$ cat config.mk
export PLATFORM = sky130hd
export DESIGN_NAME = hsv_to_rgb_converter
export DESIGN_NICKNAME = d
export VERILOG_FILES = /design/src/rtl/hsv2rgb_pkg.sv /design/src/rtl/hsv_to_rgb_converter.sv
export SDC_FILE = /design/constraint.sdc
export NUM_CORES = 2
export LEC_CHECK = 0
export BUFFER_PORTS_ARGS = -buffer_cell sky130_fd_sc_hd__buf_2
export CORE_MARGIN = 2
export CORE_UTILIZATION = 51
export DETAILED_ROUTE_END_ITERATION = 10
export HOLD_SLACK_MARGIN = 0.03
export PLACE_DENSITY = 0.73
export SLEW_MARGIN = 20
export SYNTH_ARGS = -nofsm -noshare
export SYNTH_HDL_FRONTEND = slang
export SYNTH_SLANG_ARGS = --single-unit
$ cat constraint.sdc
create_clock -name clk -period 10.87 [get_ports clk]
set_clock_uncertainty 0.1 [all_clocks]
set_input_delay 1.087 -clock clk [delete_from_list [all_inputs] [get_ports clk]]
set_output_delay 1.087 -clock clk [all_outputs]
set_load 0.02 [all_outputs]
$ cat src/rtl/hsv2rgb_pkg.sv
`default_nettype none

package hsv2rgb_pkg;

  // Width of the hue field on the input word.
  localparam int HUE_W = 16;

  // Hue geometry in whole degrees.
  localparam int SECTOR_DEG = 60;
  localparam int CIRCLE_DEG = 360;
  localparam int NUM_SECTORS = CIRCLE_DEG / SECTOR_DEG;

  // Helper levels computed side by side through the datapath.
  localparam int NUM_LVL = 3;
  localparam int LVL_P = 0;
  localparam int LVL_Q = 1;
  localparam int LVL_T = 2;

  // Number of register stages from input to the output register.
  localparam int NSTG = 8;

  // 60-degree hue sector.
  typedef enum logic [2:0] {
    SECT_0,
    SECT_1,
    SECT_2,
    SECT_3,
    SECT_4,
    SECT_5
  } sector_t;

endpackage

`default_nettype wire

$ cat src/rtl/hsv_to_rgb_converter.sv
`default_nettype none

// HSV to RGB pixel converter. One HSV pixel goes in per word and one RGB pixel comes out per
// word, in order. Hue is in units of 1/2^HUE_FRAC_BITS degree (1/64 degree by default) and
// any hue of 360 degrees or more is taken as 0; saturation and brightness are fractions of
// 2^CHANNEL_BITS - 1. The block sustains one pixel per clock: a new word is taken in every
// cycle in which the pipeline has a free slot, and a result waiting on the output does not
// block intake until all eight stages are full. An accepted word passes through the eight
// register stages of the arithmetic pipeline (sector split, saturation products, difference,
// brightness multiply, scale, reciprocal multiply, back multiply, correction and channel
// select) and is held in the output register, the last of them, until it is taken. Each of
// the p, q and t levels is rounded to nearest with halves rounded up; zero saturation gives
// grey equal to brightness.
module hsv_to_rgb_converter #(
  parameter int HUE_FRAC_BITS = 6,
  parameter int CHANNEL_BITS  = 8
) (
  input  wire logic clk,
  input  wire logic rst_n,
  input  wire logic in_tvalid,
  output logic      in_tready,
  // Fields from bit 0 up: hue, saturation, brightness; zero padded to whole bytes.
  input  wire logic [((hsv2rgb_pkg::HUE_W + 2*CHANNEL_BITS + 7)/8)*8-1:0] in_tdata,
  output logic      out_tvalid,
  input  wire logic out_tready,
  // Fields from bit 0 up: red, green, blue; zero padded to whole bytes.
  output logic [((3*CHANNEL_BITS + 7)/8)*8-1:0] out_tdata
);

  localparam int CB    = CHANNEL_BITS;
  localparam int HF    = HUE_FRAC_BITS;
  localparam int HW    = hsv2rgb_pkg::HUE_W;
  localparam int NSTG  = hsv2rgb_pkg::NSTG;
  localparam int NLVL  = hsv2rgb_pkg::NUM_LVL;
  localparam int OUT_W = ((3*CHANNEL_BITS + 7)/8)*8;

  // Channel full scale, sector width and full circle in hue units.
  localparam longint unsigned CH_MAX    = (64'd1 << CB) - 64'd1;
  localparam longint unsigned SECT_W    = 64'(hsv2rgb_pkg::SECTOR_DEG) << HF;
  localparam longint unsigned HUE_LIMIT = 64'(hsv2rgb_pkg::CIRCLE_DEG) << HF;
  localparam int              SW        = $clog2(SECT_W + 64'd1);

  // Common denominator of all three levels and the widths that follow from it.
  localparam longint unsigned DEN = CH_MAX * SECT_W;
  localparam int              DW  = CB + SW;
  localparam int              NW  = CB + DW;

  // The denominator is KDIV * 2^SH, so the power of two comes off as a shift first.
  localparam int              SH   = HF + 2;
  localparam int              YW   = NW - SH;
  localparam longint unsigned KDIV = CH_MAX * (SECT_W >> SH);
  localparam int              KW   = $clog2(KDIV + 64'd1);

  // Reciprocal of KDIV scaled by 2^YW; the estimate it gives is low by at most one.
  localparam longint unsigned RECIP = (64'd1 << YW) / KDIV;
  localparam int              RW    = YW - KW + 1;
  localparam int              PW    = YW + RW;
  localparam int              KP    = CB + KW;
  localparam int              XW    = (YW > KP) ? YW : KP;

  // Handshake and per-stage valid bits.
  logic [NSTG:1] v_r;
  logic [NSTG:1] v_in;
  logic [NSTG:1] adv;

  // Payload carried alongside the arithmetic.
  logic [NSTG:1][CB-1:0]   val_r;
  hsv2rgb_pkg::sector_t    sect_r [1:NSTG-1];

  // Input fields.
  logic [HW-1:0] hue_in;
  logic [CB-1:0] sat_in;
  logic [CB-1:0] val_in;

  // Stage 1: sector split.
  logic [HW-1:0]         hue_w;
  logic [HW-1:0]         base;
  hsv2rgb_pkg::sector_t  sect1_nxt;
  logic [SW-1:0]         rem1_nxt;
  logic [SW-1:0]         rem1_r;
  logic [CB-1:0]         sat1_r;

  // Stages 2 to 8: per-level datapath.
  logic [NLVL-1:0][SW-1:0] opnd2;
  logic [NLVL-1:0][DW-1:0] prd2_nxt, prd2_r;
  logic [NLVL-1:0][DW-1:0] dif3_nxt, dif3_r;
  logic [NLVL-1:0][NW-1:0] num4_nxt, num4_r;
  logic [NLVL-1:0][YW-1:0] y5_nxt, y5_r;
  logic [NLVL-1:0][PW-1:0] est6;
  logic [NLVL-1:0][CB-1:0] qe6_nxt, qe6_r;
  logic [NLVL-1:0][YW-1:0] y6_r;
  logic [NLVL-1:0][KP-1:0] pk7_nxt, pk7_r;
  logic [NLVL-1:0][YW-1:0] y7_r;
  logic [NLVL-1:0][CB-1:0] qe7_r;
  logic [NLVL-1:0][XW-1:0] rr8;
  logic [NLVL-1:0][CB-1:0] lvl8;

  logic [CB-1:0] red_nxt, green_nxt, blue_nxt;
  logic [CB-1:0] red_r, green_r, blue_r;

  assign hue_in = in_tdata[HW-1:0];
  assign sat_in = in_tdata[HW +: CB];
  assign val_in = in_tdata[HW+CB +: CB];

  // A stage moves forward when it is empty or the stage after it moves, so bubbles close up
  // and intake continues while the output word waits.
  always_comb begin
    adv[NSTG] = !v_r[NSTG] || out_tready;
    for (int s = NSTG - 1; s >= 1; s--) begin
      adv[s] = !v_r[s] || adv[s+1];
    end
  end

  assign in_tready = adv[1];
  assign v_in      = {v_r[NSTG-1:1], in_tvalid};

  always_ff @(posedge clk) begin
    if (!rst_n) begin
      v_r <= '0;
    end else begin
      for (int s = 1; s <= NSTG; s++) begin
        if (adv[s]) begin
          v_r[s] <= v_in[s];
        end
      end
    end
  end

  // Stage 1: fold an out-of-range hue to zero, then find the sector by comparing against the
  // five sector boundaries in parallel and keep the remainder inside the sector.
  always_comb begin
    hue_w     = (64'(hue_in) >= HUE_LIMIT) ? '0 : hue_in;
    base      = '0;
    sect1_nxt = hsv2rgb_pkg::SECT_0;
    for (int k = 1; k < hsv2rgb_pkg::NUM_SECTORS; k++) begin
      if (64'(hue_w) >= 64'(k) * SECT_W) begin
        sect1_nxt = hsv2rgb_pkg::sector_t'(3'(k));
        base      = HW'(64'(k) * SECT_W);
      end
    end
    rem1_nxt = SW'(hue_w - base);
  end

  // Stage 2: saturation times the hue offset of each level. The p level uses a full sector,
  // which makes it the same formula as q and lets all three share one datapath.
  always_comb begin
    opnd2[hsv2rgb_pkg::LVL_P] = SW'(SECT_W);
    opnd2[hsv2rgb_pkg::LVL_Q] = rem1_r;
    opnd2[hsv2rgb_pkg::LVL_T] = SW'(SECT_W) - rem1_r;
    for (int c = 0; c < NLVL; c++) begin
      prd2_nxt[c] = DW'(DW'(sat1_r) * DW'(opnd2[c]));
    end
  end

  // Stages 3 to 5: subtract from the denominator, scale by brightness, add half the
  // denominator for rounding and drop its power-of-two factor.
  always_comb begin
    for (int c = 0; c < NLVL; c++) begin
      dif3_nxt[c] = DW'(DEN) - prd2_r[c];
      num4_nxt[c] = NW'(NW'(val_r[3]) * NW'(dif3_r[c]));
      y5_nxt[c]   = YW'((num4_r[c] + NW'(DEN / 2)) >> SH);
    end
  end

  // Stages 6 to 8: quotient estimate from the reciprocal, back multiply, then one
  // correction step when the remainder still holds a whole divisor.
  always_comb begin
    for (int c = 0; c < NLVL; c++) begin
      est6[c]    = PW'(PW'(y5_r[c]) * PW'(RECIP));
      qe6_nxt[c] = est6[c][YW +: CB];
      pk7_nxt[c] = KP'(KP'(qe6_r[c]) * KP'(KDIV));
      rr8[c]     = XW'(y7_r[c]) - XW'(pk7_r[c]);
      lvl8[c]    = (rr8[c] >= XW'(KDIV)) ? qe7_r[c] + CB'(1) : qe7_r[c];
    end
  end

  // Channel order by sector.
  always_comb begin
    case (sect_r[NSTG-1])
      hsv2rgb_pkg::SECT_0: begin
        red_nxt   = val_r[NSTG-1];
        green_nxt = lvl8[hsv2rgb_pkg::LVL_T];
        blue_nxt  = lvl8[hsv2rgb_pkg::LVL_P];
      end
      hsv2rgb_pkg::SECT_1: begin
        red_nxt   = lvl8[hsv2rgb_pkg::LVL_Q];
        green_nxt = val_r[NSTG-1];
        blue_nxt  = lvl8[hsv2rgb_pkg::LVL_P];
      end
      hsv2rgb_pkg::SECT_2: begin
        red_nxt   = lvl8[hsv2rgb_pkg::LVL_P];
        green_nxt = val_r[NSTG-1];
        blue_nxt  = lvl8[hsv2rgb_pkg::LVL_T];
      end
      hsv2rgb_pkg::SECT_3: begin
        red_nxt   = lvl8[hsv2rgb_pkg::LVL_P];
        green_nxt = lvl8[hsv2rgb_pkg::LVL_Q];
        blue_nxt  = val_r[NSTG-1];
      end
      hsv2rgb_pkg::SECT_4: begin
        red_nxt   = lvl8[hsv2rgb_pkg::LVL_T];
        green_nxt = lvl8[hsv2rgb_pkg::LVL_P];
        blue_nxt  = val_r[NSTG-1];
      end
      default: begin
        red_nxt   = val_r[NSTG-1];
        green_nxt = lvl8[hsv2rgb_pkg::LVL_P];
        blue_nxt  = lvl8[hsv2rgb_pkg::LVL_Q];
      end
    endcase
  end

  // Payload registers; each stage loads whenever it moves.
  always_ff @(posedge clk) begin
    if (adv[1]) begin
      val_r[1]  <= val_in;
      sect_r[1] <= sect1_nxt;
      rem1_r    <= rem1_nxt;
      sat1_r    <= sat_in;
    end
    for (int s = 2; s <= NSTG; s++) begin
      if (adv[s]) begin
        val_r[s] <= val_r[s-1];
      end
    end
    for (int s = 2; s <= NSTG - 1; s++) begin
      if (adv[s]) begin
        sect_r[s] <= sect_r[s-1];
      end
    end
    if (adv[2]) begin
      prd2_r <= prd2_nxt;
    end
    if (adv[3]) begin
      dif3_r <= dif3_nxt;
    end
    if (adv[4]) begin
      num4_r <= num4_nxt;
    end
    if (adv[5]) begin
      y5_r <= y5_nxt;
    end
    if (adv[6]) begin
      qe6_r <= qe6_nxt;
      y6_r  <= y5_r;
    end
    if (adv[7]) begin
      pk7_r <= pk7_nxt;
      qe7_r <= qe6_r;
      y7_r  <= y6_r;
    end
    if (adv[8]) begin
      red_r   <= red_nxt;
      green_r <= green_nxt;
      blue_r  <= blue_nxt;
    end
  end

  assign out_tvalid = v_r[NSTG];
  assign out_tdata  = OUT_W'({blue_r, green_r, red_r});

  // Any empty stage must leave room for a new input word.
  a_intake_open: assert property (@(posedge clk) disable iff (!rst_n)
    !(&v_r) |-> in_tready)
    else $error("input stalled while the pipeline has a free slot");

  // The reciprocal estimate is never more than one below the true quotient.
  a_est_close: assert property (@(posedge clk) disable iff (!rst_n)
    v_r[NSTG-1] |-> (rr8[0] < XW'(2 * KDIV)) && (rr8[1] < XW'(2 * KDIV))
                    && (rr8[2] < XW'(2 * KDIV)))
    else $error("quotient estimate off by more than one");

  // The brightest channel of every result equals the brightness it came with.
  a_max_is_value: assert property (@(posedge clk) disable iff (!rst_n)
    v_r[NSTG] |-> (red_r == val_r[NSTG]) || (green_r == val_r[NSTG])
                  || (blue_r == val_r[NSTG]))
    else $error("no output channel carries the brightness");

endmodule

`default_nettype wire
==> flow_metrics.tcl <==
set metrics [dict create \
    setup_viol 0 \
    drc 0 \
    tns_ns 0 \
    insertion_delay_ns 0.63 \
    synth_area_leaders "edfxtp_1 (32%), fa_1 (20%), ha_1 (15%)" \
    synth-warning-count 0 \
    async_reset_ff_frac 0 \
    synthAdderAreaFrac 0.350 \
    num_vias 33406 \
    fmax_mhz 158 \
    yosysTopAreaCell "edfxtp_1" \
    cts_post_setup_buffers_inserted 0 \
    synth_nets 6060 \
    cp_slowest_stage_delay_ns 0.55 \
    path_class "flop to flop" \
    yosysTopAreaCellShare 0.322 \
    diodes 0 \
    final_max_slew_viol_count 0 \
    worst_pin_slew_ns 1.08 \
    crit_slowest_cell "fa_1" \
    whs_ns 0.301 \
    yosys.area_share.simple 0.125 \
    die_width_um 324 \
    nFillCells 8606 \
    grt_usage 0.194 \
    start_kind "flop" \
    ctsResizeCount 0 \
    hold_viol_final 0 \
    synth_compound_area_frac 0.0757 \
    nNetsFinal 6111 \
    grt_pass1_vias 34950 \
    root_buffer "clkbuf_16" \
    ys_seq_area_frac 0.325 \
    synth_cell_types 96 \
    die_h_um 324 \
    tritoncts "yes" \
    synth_edf_count 561 \
    cap_violations 0 \
    min_period_ns 6.34 \
    grt_pass1_wl_mm 169 \
    io_buffers 61 \
    synth_area_per_cell_um2 10.7 \
    synth-xor-area-share 0.0500 \
    wl_mm 99.2 \
    htree_levels 3 \
    dieArea_um2 105000 \
    end_kind "flop" \
    crit_arrival_ns 6.59 \
    core_um2 102000 \
    worst-path-max-fanout 42 \
    synth_top_family_by_area "adder cells" \
    crit_required_ns 11.11 \
    clock_path_buffers 3 \
    ios 62 \
    gp_congestion 0.848 \
    wl_per_cell_um 15.6 \
    muxShareOfSynthArea 0.00280 \
    worstPathCellList "buf_4 -> nand2_1 -> fa_1 -> fa_1 -> inv_1 -> fa_1 -> inv_1 -> fa_1 -> inv_1 -> ha_1 -> a21o_1 -> a21oi_1 -> o21ai_0 -> o2111a_1 -> o31a_1 -> o211ai_1 -> a31oi_1 -> a41oi_1 -> a21oi_1 -> a21oi_1 -> xnor2_1" \
    num_rows 117 \
    status "finished, final reports clean" \
    grt_setup_unrepaired "false" \
    synth_seq_cells 569 \
    dpl-instance-area_um2 54200 \
    netlist_area_um2 52400 \
    synthCells 4877 \
    gr-total-overflow 0 \
    slew_headroom 0.277 \
    hp-class "flop to flop" \
    cts.clk_slew.worst_paths_ns 0.06 \
    area_growth_syn_to_layout_pct 7.61 \
    drt_iter0_markers 1895 \
    clock_sinks 569 \
    viasPerCell 5.27 \
    ctsHoldBuffers 0 \
    cts_inserted_buffers 66 \
    cp_common_cell "fa_1" \
    dp_hpwl_mm 76.9 \
    yosys.cell_count.top_type "inv_1" \
    grt_max_degree 92 \
    fin_area_um2 56300 \
    fin_crit_sh 0.583 \
    initial_utilization 0.515 \
    synth_ff_type "edfxtp_1" \
    drive_above_1_share 0.0456 \
    drtAntennaViolNets 0 \
    ys_top_cells_by_count "inv_1 (901), ha_1 (619), edfxtp_1 (561)" \
    firstDrtPassIters 5 \
    antenna_found_initial 1 \
]
worst max-delay path, delay by kind of cell, from the launching register on:
kind | cells | cell delay (ns)
AO/OA/AOI/OAI | 10 | 2.28
XOR/XNOR | 1 | 0.09
adder cells (fa/ha/maj) | 5 | 2.33
buffers and inverters | 4 | 0.58
flip-flops | 1 | 0.52
AND/OR/NAND/NOR | 1 | 0.13
sequential cells by signal (all words and copies together) (netlist names):
signal,flops
blue_r,8
dif3_r,51
green_r,8
num4_r,62
pk7_r,60
prd2_r,51
qe6_r,24
qe7_r,12
red_r,8
rem1_r,12
sat1_r,8
sect_r,21
v_r,8
val_r,56
y5_r,60
y6_r,60
y7_r,60
stage by stage:
| step | utilization | instances | setup WS (ns) |
|---|---|---|---|
| finish | 0.554 | 6343 | 4.53 |
| CTS | 0.554 | 6343 | 4.50 |
| detailed placement | 0.532 | 6228 | 4.56 |
| global route | 0.554 | 6343 | 4.12 |
| floorplan | - | 4877 | 5.14 |
| global placement | 0.532 | 6228 | 4.74 |
layout make-up:
| class | instances | area, um^2 | share of cell area |
|---|---|---|---|
| Clock buffer | 78 | 1720 | 0.0305 |
| Clock inverter | 37 | 449 | 0.00797 |
| Inverter | 904 | 3390 | 0.0602 |
| Multi-Input combinational cell | 3305 | 31600 | 0.561 |
| Sequential cell | 569 | 17000 | 0.302 |
| Tap cell | 1368 | 1710 | 0.0304 |
| Timing Repair Buffer | 82 | 470 | 0.00835 |
path summary, 6_finish.rpt:
| check | start | depth (start not counted) | slack (ns) | to |
|---|---|---|---|---|
| hold reg to reg | sect_r[0][15] | 0 | 0.30 | sect_r[0][18] |
| hold / removal | sect_r[0][15] | 0 | 0.30 | sect_r[0][18] |
| setup reg to reg | val_r[20] | 21 | 4.53 | num4_r[83] |
| setup / recovery | val_r[20] | 21 | 4.53 | num4_r[83] |
cells in the final DEF (no fill, tap or decap), types with 61 or more instances in the layout:
cell type  instances
a21oi_1          162
and2_1           419
buf_2             61
clkbuf_16         67
edfxtp_1         561
fa_1             528
ha_1             619
inv_1            897
nand2_1          312
nor2_1           212
o21ai_0          121
xnor2_1          194
xor2_1           105
per-layer routing:
| metal | wire [um] | vias up | global-route usage |
|---|---|---|---|
| met2 | 49000 | 601 | 0.337 |
| li1 | - | 16146 | - |
| met4 | 2200 | 0 | 0.0540 |
| met1 | 44600 | 16510 | 0.257 |
| met3 | 3420 | 149 | 0.0209 |
| met5 | 0 | - | 0 |
cells by family after synthesis:
logic type | Yosys count
and+or+nand+nor | 1251
xor gates and xnor gates | 299
AOI/OAI and AO/OA | 593
buffers and inverters | 1003
DFF | 569
adders and majority gates | 1148
muxes | 14
Power is not shown: default switching activity piles up to over one toggle a cycle in this logic, so the estimate is an artifact.
